==> src/aer_pkg.sv <==
// ----------------------------------------------------------------------------
// aer_pkg: shared types, constants and functions for the AES round block.
// Holds the byte-array state type, the pipeline payload, the round codes,
// the S-box and the GF(2^8) doubling used by MixColumns.
// ----------------------------------------------------------------------------
package aer_pkg;

	// Byte 0 is the most significant byte, matching {hi, lo} word packing.
	typedef logic [0:15][7:0] state_t;

	typedef struct packed {
		logic [1:0] func;
		state_t     state;
		state_t     key;
	} pipe_t;

	localparam logic [1:0] FUNC_ADD_KEY = 2'd0;
	localparam logic [1:0] FUNC_FULL    = 2'd1;
	localparam logic [1:0] FUNC_FINAL   = 2'd2;

	localparam logic [7:0] GF_REDUCE = 8'h1b;

	localparam logic [7:0] SBOX [256] = '{
		8'h63,8'h7c,8'h77,8'h7b,8'hf2,8'h6b,8'h6f,8'hc5,8'h30,8'h01,8'h67,8'h2b,8'hfe,8'hd7,8'hab,8'h76,
		8'hca,8'h82,8'hc9,8'h7d,8'hfa,8'h59,8'h47,8'hf0,8'had,8'hd4,8'ha2,8'haf,8'h9c,8'ha4,8'h72,8'hc0,
		8'hb7,8'hfd,8'h93,8'h26,8'h36,8'h3f,8'hf7,8'hcc,8'h34,8'ha5,8'he5,8'hf1,8'h71,8'hd8,8'h31,8'h15,
		8'h04,8'hc7,8'h23,8'hc3,8'h18,8'h96,8'h05,8'h9a,8'h07,8'h12,8'h80,8'he2,8'heb,8'h27,8'hb2,8'h75,
		8'h09,8'h83,8'h2c,8'h1a,8'h1b,8'h6e,8'h5a,8'ha0,8'h52,8'h3b,8'hd6,8'hb3,8'h29,8'he3,8'h2f,8'h84,
		8'h53,8'hd1,8'h00,8'hed,8'h20,8'hfc,8'hb1,8'h5b,8'h6a,8'hcb,8'hbe,8'h39,8'h4a,8'h4c,8'h58,8'hcf,
		8'hd0,8'hef,8'haa,8'hfb,8'h43,8'h4d,8'h33,8'h85,8'h45,8'hf9,8'h02,8'h7f,8'h50,8'h3c,8'h9f,8'ha8,
		8'h51,8'ha3,8'h40,8'h8f,8'h92,8'h9d,8'h38,8'hf5,8'hbc,8'hb6,8'hda,8'h21,8'h10,8'hff,8'hf3,8'hd2,
		8'hcd,8'h0c,8'h13,8'hec,8'h5f,8'h97,8'h44,8'h17,8'hc4,8'ha7,8'h7e,8'h3d,8'h64,8'h5d,8'h19,8'h73,
		8'h60,8'h81,8'h4f,8'hdc,8'h22,8'h2a,8'h90,8'h88,8'h46,8'hee,8'hb8,8'h14,8'hde,8'h5e,8'h0b,8'hdb,
		8'he0,8'h32,8'h3a,8'h0a,8'h49,8'h06,8'h24,8'h5c,8'hc2,8'hd3,8'hac,8'h62,8'h91,8'h95,8'he4,8'h79,
		8'he7,8'hc8,8'h37,8'h6d,8'h8d,8'hd5,8'h4e,8'ha9,8'h6c,8'h56,8'hf4,8'hea,8'h65,8'h7a,8'hae,8'h08,
		8'hba,8'h78,8'h25,8'h2e,8'h1c,8'ha6,8'hb4,8'hc6,8'he8,8'hdd,8'h74,8'h1f,8'h4b,8'hbd,8'h8b,8'h8a,
		8'h70,8'h3e,8'hb5,8'h66,8'h48,8'h03,8'hf6,8'h0e,8'h61,8'h35,8'h57,8'hb9,8'h86,8'hc1,8'h1d,8'h9e,
		8'he1,8'hf8,8'h98,8'h11,8'h69,8'hd9,8'h8e,8'h94,8'h9b,8'h1e,8'h87,8'he9,8'hce,8'h55,8'h28,8'hdf,
		8'h8c,8'ha1,8'h89,8'h0d,8'hbf,8'he6,8'h42,8'h68,8'h41,8'h99,8'h2d,8'h0f,8'hb0,8'h54,8'hbb,8'h16
	};

	// Multiply by x in GF(2^8).
	function automatic logic [7:0] xtime(input logic [7:0] v);
		logic [7:0] d;
		d = {v[6:0], 1'b0};
		return v[7] ? (d ^ GF_REDUCE) : d;
	endfunction

endpackage

==> src/aes_encrypt_round.sv <==
// ----------------------------------------------------------------------------
// aes_encrypt_round: one AES encryption round on a 128-bit state.
// An input transfer on in_valid/in_ready carries func, the state and the
// round key; an output transfer on out_valid/out_ready returns the new state.
// func 1 is a full round, 2 the final round without MixColumns, and 0 or 3
// AddRoundKey alone. An accepted item is registered in turn by the three
// stages, an input register, the S-box stage and the MixColumns/AddRoundKey
// stage, which is also the output register, and out_valid then rises. One
// item is accepted every cycle while the receiver does not stall.
// Each stage has its own valid bit and advances when it is empty or the stage
// after it advances, so when the receiver stalls, bubbles still fill and
// in_ready drops only once all three stages hold items; nothing is lost or
// repeated. Reset clears the valid bits; the pipeline is empty afterwards.
// ----------------------------------------------------------------------------
module aes_encrypt_round
	import aer_pkg::*;
(
	input  logic        clk,
	input  logic        arst_n,
	input  logic        in_valid,
	output logic        in_ready,
	input  logic [1:0]  func,
	input  logic [63:0] state_hi,
	input  logic [63:0] state_lo,
	input  logic [63:0] key_hi,
	input  logic [63:0] key_lo,
	output logic        out_valid,
	input  logic        out_ready,
	output logic [63:0] out_hi,
	output logic [63:0] out_lo
);

	logic   v_s1, v_s2, v_s3;
	logic   en_s1, en_s2, en_s3;
	pipe_t  in_item;
	pipe_t  item_s1;
	pipe_t  item_s2;
	state_t res_s3;

	// A stage may load when it is empty or its contents move on this cycle.
	assign en_s3    = !v_s3 || out_ready;
	assign en_s2    = !v_s2 || en_s3;
	assign en_s1    = !v_s1 || en_s2;
	assign in_ready = en_s1;

	always_ff @(posedge clk or negedge arst_n) begin
		if (!arst_n) begin
			v_s1 <= 1'b0;
			v_s2 <= 1'b0;
			v_s3 <= 1'b0;
		end else begin
			if (en_s1) v_s1 <= in_valid;
			if (en_s2) v_s2 <= v_s1;
			if (en_s3) v_s3 <= v_s2;
		end
	end

	assign in_item = '{func: func, state: {state_hi, state_lo}, key: {key_hi, key_lo}};

	// Input register: payload only, loaded on each input transfer.
	always_ff @(posedge clk) begin
		if (en_s1 && in_valid) begin
			item_s1 <= in_item;
		end
	end

	aer_sub_shift u_sub_shift (
		.clk  (clk),
		.load (en_s2 && v_s1),
		.d    (item_s1),
		.q    (item_s2)
	);

	aer_mix_key u_mix_key (
		.clk  (clk),
		.load (en_s3 && v_s2),
		.d    (item_s2),
		.q    (res_s3)
	);

	assign out_valid = v_s3;
	assign out_hi    = res_s3[0:7];
	assign out_lo    = res_s3[8:15];

`ifndef SYNTHESIS
	// With the first stage empty, the block must take a new item.
	a_ready_when_s1_empty: assert property (@(posedge clk) disable iff (!arst_n)
		!v_s1 |-> in_ready)
		else $error("in_ready low with an empty input stage");

	// An item waiting in the middle stage is kept while the output is blocked.
	a_s2_held: assert property (@(posedge clk) disable iff (!arst_n)
		v_s2 && !en_s3 |=> v_s2)
		else $error("middle stage item dropped during a stall");

	// A result only appears if it was already there or came from stage two.
	a_out_source: assert property (@(posedge clk) disable iff (!arst_n)
		$rose(out_valid) |-> $past(v_s2))
		else $error("result appeared without a stage two item");
`endif

endmodule

==> src/aer_sub_shift.sv <==
// ----------------------------------------------------------------------------
// aer_sub_shift: SubBytes and ShiftRows stage.
// Substitutes every byte through the S-box and rotates row r left by r
// columns for the two cipher rounds; add-key-only items pass unchanged.
// ----------------------------------------------------------------------------
module aer_sub_shift
	import aer_pkg::*;
(
	input  logic  clk,
	input  logic  load,
	input  pipe_t d,
	output pipe_t q
);

	state_t sub_shift;
	pipe_t  nxt;

	always_comb begin
		for (int r = 0; r < 4; r++) begin
			for (int c = 0; c < 4; c++) begin
				sub_shift[r * 4 + c] = SBOX[d.state[r * 4 + ((c + r) % 4)]];
			end
		end
	end

	always_comb begin
		nxt = d;
		unique case (d.func)
			FUNC_FULL, FUNC_FINAL: nxt.state = sub_shift;
			default:               nxt.state = d.state;
		endcase
	end

	always_ff @(posedge clk) begin
		if (load) begin
			q <= nxt;
		end
	end

endmodule

==> src/aer_mix_key.sv <==
// ----------------------------------------------------------------------------
// aer_mix_key: MixColumns and AddRoundKey stage.
// Mixes each column for full rounds, then adds the round key and registers
// the new state as the block's result.
// ----------------------------------------------------------------------------
module aer_mix_key
	import aer_pkg::*;
(
	input  logic   clk,
	input  logic   load,
	input  pipe_t  d,
	output state_t q
);

	state_t mixed;
	state_t sel;

	always_comb begin
		for (int c = 0; c < 4; c++) begin : g_col
			logic [7:0] a0, a1, a2, a3, d0, d1, d2, d3;
			a0 = d.state[c];
			a1 = d.state[c + 4];
			a2 = d.state[c + 8];
			a3 = d.state[c + 12];
			d0 = xtime(a0);
			d1 = xtime(a1);
			d2 = xtime(a2);
			d3 = xtime(a3);
			mixed[c]      = d0 ^ d1 ^ a1 ^ a2 ^ a3;
			mixed[c + 4]  = a0 ^ d1 ^ d2 ^ a2 ^ a3;
			mixed[c + 8]  = a0 ^ a1 ^ d2 ^ d3 ^ a3;
			mixed[c + 12] = d0 ^ a0 ^ a1 ^ a2 ^ d3;
		end
	end

	always_comb begin
		unique case (d.func)
			FUNC_FULL: sel = mixed;
			default:   sel = d.state;
		endcase
	end

	always_ff @(posedge clk) begin
		if (load) begin
			q <= sel ^ d.key;
		end
	end

endmodule

==> config.mk <==
export PLATFORM = sky130hd
export DESIGN_NAME = aes_encrypt_round
export DESIGN_NICKNAME = d
export VERILOG_FILES = /design/src/aer_pkg.sv /design/src/aes_encrypt_round.sv /design/src/aer_sub_shift.sv /design/src/aer_mix_key.sv
export SDC_FILE = /design/constraint.sdc
export NUM_CORES = 2
export LEC_CHECK = 0
export BUFFER_PORTS_ARGS = -buffer_cell sky130_fd_sc_hd__buf_4
export CAP_MARGIN = 20
export CORE_MARGIN = 2
export CORE_UTILIZATION = 34
export DETAILED_ROUTE_END_ITERATION = 12
export MAX_ROUTING_LAYER = met4
export PLACE_DENSITY = 0.59
export RECOVER_POWER = 100
export SLEW_MARGIN = 10
export SYNTH_ARGS = -nofsm -noshare
export SYNTH_HDL_FRONTEND = slang
export SYNTH_HIERARCHICAL = 1
export SYNTH_SLANG_ARGS = --single-unit
export TNS_END_PERCENT = 10
==> constraint.sdc <==
create_clock -name clk -period 62.2 [get_ports clk]
set_clock_uncertainty 0.1 [all_clocks]
set_input_delay 12.44 -clock clk [delete_from_list [all_inputs] [get_ports clk]]
set_output_delay 12.44 -clock clk [all_outputs]
set_load 0.1 [all_outputs]
==> impl_metrics.tcl <==
set metrics [dict create \
    status "complete, but fails checks" \
    violations "max-capacitance violations, max-slew violations" \
    synthFlopType "edfxtp_1" \
    io_pins 392 \
    p_per_area_nw_per_um2 25.19 \
    ant_nets 0 \
    drc 0 \
    multiInputGateArea_um2 55500 \
    hp-start "item_s1[2]$_DFFE_PP_" \
    path_cells "clkbuf_1 -> nand4b_1 -> clkbuf_1" \
    crit_path_start_kind "primary input" \
    synth-async-reset-ratio 0.004637 \
    coreArea_um2 235600 \
    worst-setup-path-type "in -> out" \
    finalNetCount 10350 \
    fp.dieArea_um2 241400 \
    die_w_um 491.3 \
    period_needed_ns 26.13 \
    cts.clk_slew.worst_paths_ns 0.06 \
    synth_top_area_share 0.2395 \
    cpMostUsedCell "clkbuf_1" \
    leakagePower_nw 29.23 \
    vias_per_cell 6.887 \
    yosysWarningCount 6 \
    cts-buffers-inserted 80 \
    slowest_delay_ns 0.88 \
    dr.pass1.iters 9 \
    max_freq_mhz 38.28 \
    cts.sinks 647 \
    post-route-period-util 0.4200 \
    synthDistinctLibCells 119 \
    crit_path_end_kind "primary output" \
    required_ns 49.66 \
    ys_seq_area_frac 0.2405 \
    netlist_area_um2 80730 \
    post_cts_buffers 0 \
    postSynthAreaPerCell_um2 7.842 \
    path_buf_inv 2 \
    ctsHoldBuffers 0 \
    grt_antenna_before_repair 19 \
    crit_family "buffers and inverters" \
    hpwl_mm 283.7 \
    r2r-start "out_valid$_DFFE_PN0P_" \
    rows 178 \
    gp_congestion 1.030 \
    die_y_um 491.3 \
    cts_buffer_depth 3 \
    ir_worst_vdd_mv 0.02500 \
    grt_max_degree 98 \
    max_slew_margin -2.094 \
    syn_nets 10800 \
    clockRootBuffer "clkbuf_16" \
    vias 90030 \
    grt-ovfl-total 0 \
    drive_above_1_share 0.09278 \
    synth_common_cells "840 x nand2_1, 751 x a21oi_1, 742 x o21ai_0, 731 x nor2_1, 644 x edfxtp_1" \
    wl_mm 411.2 \
    cp_slowest_cell "clkbuf_1" \
    placement.io_buffers 391 \
    maxSlewViolCount 1518 \
    finalHoldViolCount 0 \
    fillers 24780 \
    setup_viol 0 \
    rsz0062_at_grt "false" \
    start_util 0.3426 \
    finalSetupTns_ns 0 \
    htree_levels 3 \
    syn-instance-count 10300 \
    syn_to_final_growth_pct 7.046 \
    yosysTopAreaCell "edfxtp_1" \
    grt_pass1_vias 82710 \
    grt_pass1_wl_mm 593.3 \
    crit_path_start "out_ready" \
    cts_tree "yes" \
    insertion_delay_ns 0.80 \
    drtIter0Drc 15890 \
    synth_enable_flop_cells 644 \
    ff_latch_area_um2 19410 \
    ctsResizeCount 0 \
    synth.area.top_cells "edfxtp_1 24%, a21oi_1 4.7%, o21ai_0 4.6%" \
    wl_per_cell_um 31.45 \
    critPathMaxFanout 3 \
    max-cap-violations 31 \
    track_usage 0.3310 \
    worst_pin_slew_ns 4.641 \
    worst_hold_path_type "reg -> reg" \
    yosysMostFrequentCell "nand2_1" \
    synth_seq_cells 647 \
    final_util 0.3668 \
    arrival_ns 13.58 \
]
-- sequential cells by signal (all words and copies together), names as in the netlist --
name / count
item_s1: 258
out_valid: 1
u_mix_key/q: 128
u_sub_shift/q: 258
v_s1: 1
v_s2: 1
-- per-layer routing --
metal	vias up	GRT usage	share of wire
met2	7000	0.4827	0.43
met5	-	-	0
li1	38280	-	-
met4	0	0.1859	0.069
met3	1368	0.06216	0.11
met1	43380	0.4284	0.39
-- metrics by stage --
step / setup slack [ns] / cells / total power [mW] / cell area (um^2) / hold slack, ns
global placement: 36.61 / 12900 / 1.673 / 84290 / 0.3055
floorplan: 29.77 / 10300 / 1.342 / 80730 / 0.3003
global route: 36.02 / 13070 / 2.258 / 86410 / 0.2894
CTS: 36.62 / 13050 / 2.185 / 87060 / 0.2566
finish: 36.08 / 13070 / 2.177 / 86420 / 0.2685
detailed placement: 36.62 / 12910 / 1.666 / 84310 / 0.3045
-- worst reg2reg max path, stage by stage (launching register included) --
cell and delay (ns):
dfrtp_1 0.41, nor2b_1 0.19, a21boi_4 0.14, clkbuf_1 3.24, clkbuf_1 2.34, clkbuf_1 2.96
-- cell families after synthesis --
kind of cell	count (synthesis)	share of synthesized area
buffers and inverters	1332	0.07177
adders and majority gates	240	0.03720
xor gates and xnor gates	601	0.06700
and+or+nand+nor	3466	0.2133
AOI/OAI and AO/OA	3718	0.3138
muxes	291	0.05649
DFF	647	0.2405
-- cell type report --
class / count / area share
Multi-Input combinational cell: 8316 / 0.6423
Sequential cell: 647 / 0.2246
Timing Repair Buffer: 641 / 0.04830
Tap cell: 3150 / 0.04561
Clock buffer: 93 / 0.02421
Clock inverter: 50 / 0.007616
Inverter: 158 / 0.006863
Antenna cell: 17 / 0.0004923
-- cell usage in the layout (no fill, tap or decap), drive strengths merged, types with 92 or more instances in the layout --
| cell | count |
|---|---|
| o211ai | 213 |
| nand2 | 844 |
| xor2 | 209 |
| xnor2 | 391 |
| o31ai | 126 |
| o21ai | 814 |
| nand2b | 350 |
| mux4 | 128 |
| a31oi | 203 |
| mux2i | 129 |
| clkbuf | 525 |
| a211oi | 250 |
| nor2b | 291 |
| ha | 240 |
| nor3 | 382 |
| nand3 | 284 |
| edfxtp | 644 |
| o311ai | 165 |
| inv | 139 |
| o22ai | 92 |
| a21oi | 751 |
| buf | 209 |
| nor2 | 738 |
| and2 | 117 |
| a311oi | 158 |
-- where the power goes --
part	leakage [nW]	total [mW]	internal [mW]	switching, mW
logic	21.7	1.06	0.314	0.749
registers	6.25	0.610	0.559	0.0513
clock network	1.33	0.505	0.283	0.222
-- path summary, 6_finish.rpt --
kind                            cells past startpoint  slack, ns                     endpoint
max in group asynchronous                           1      50.48             v_s1$_DFFE_PN0P_
worst min register to register                      0       0.27   u_sub_shift/q[2]$_DFFE_PP_
min in group asynchronous                           1      11.36        out_valid$_DFFE_PN0P_
worst max-delay path                                3      36.08                     in_ready
worst min-delay path                                0       0.27   u_sub_shift/q[2]$_DFFE_PP_
worst max register to register                      5      52.17  u_sub_shift/q[10]$_DFFE_PP_
No activity file was read; power rests on OpenSTA's default activity.
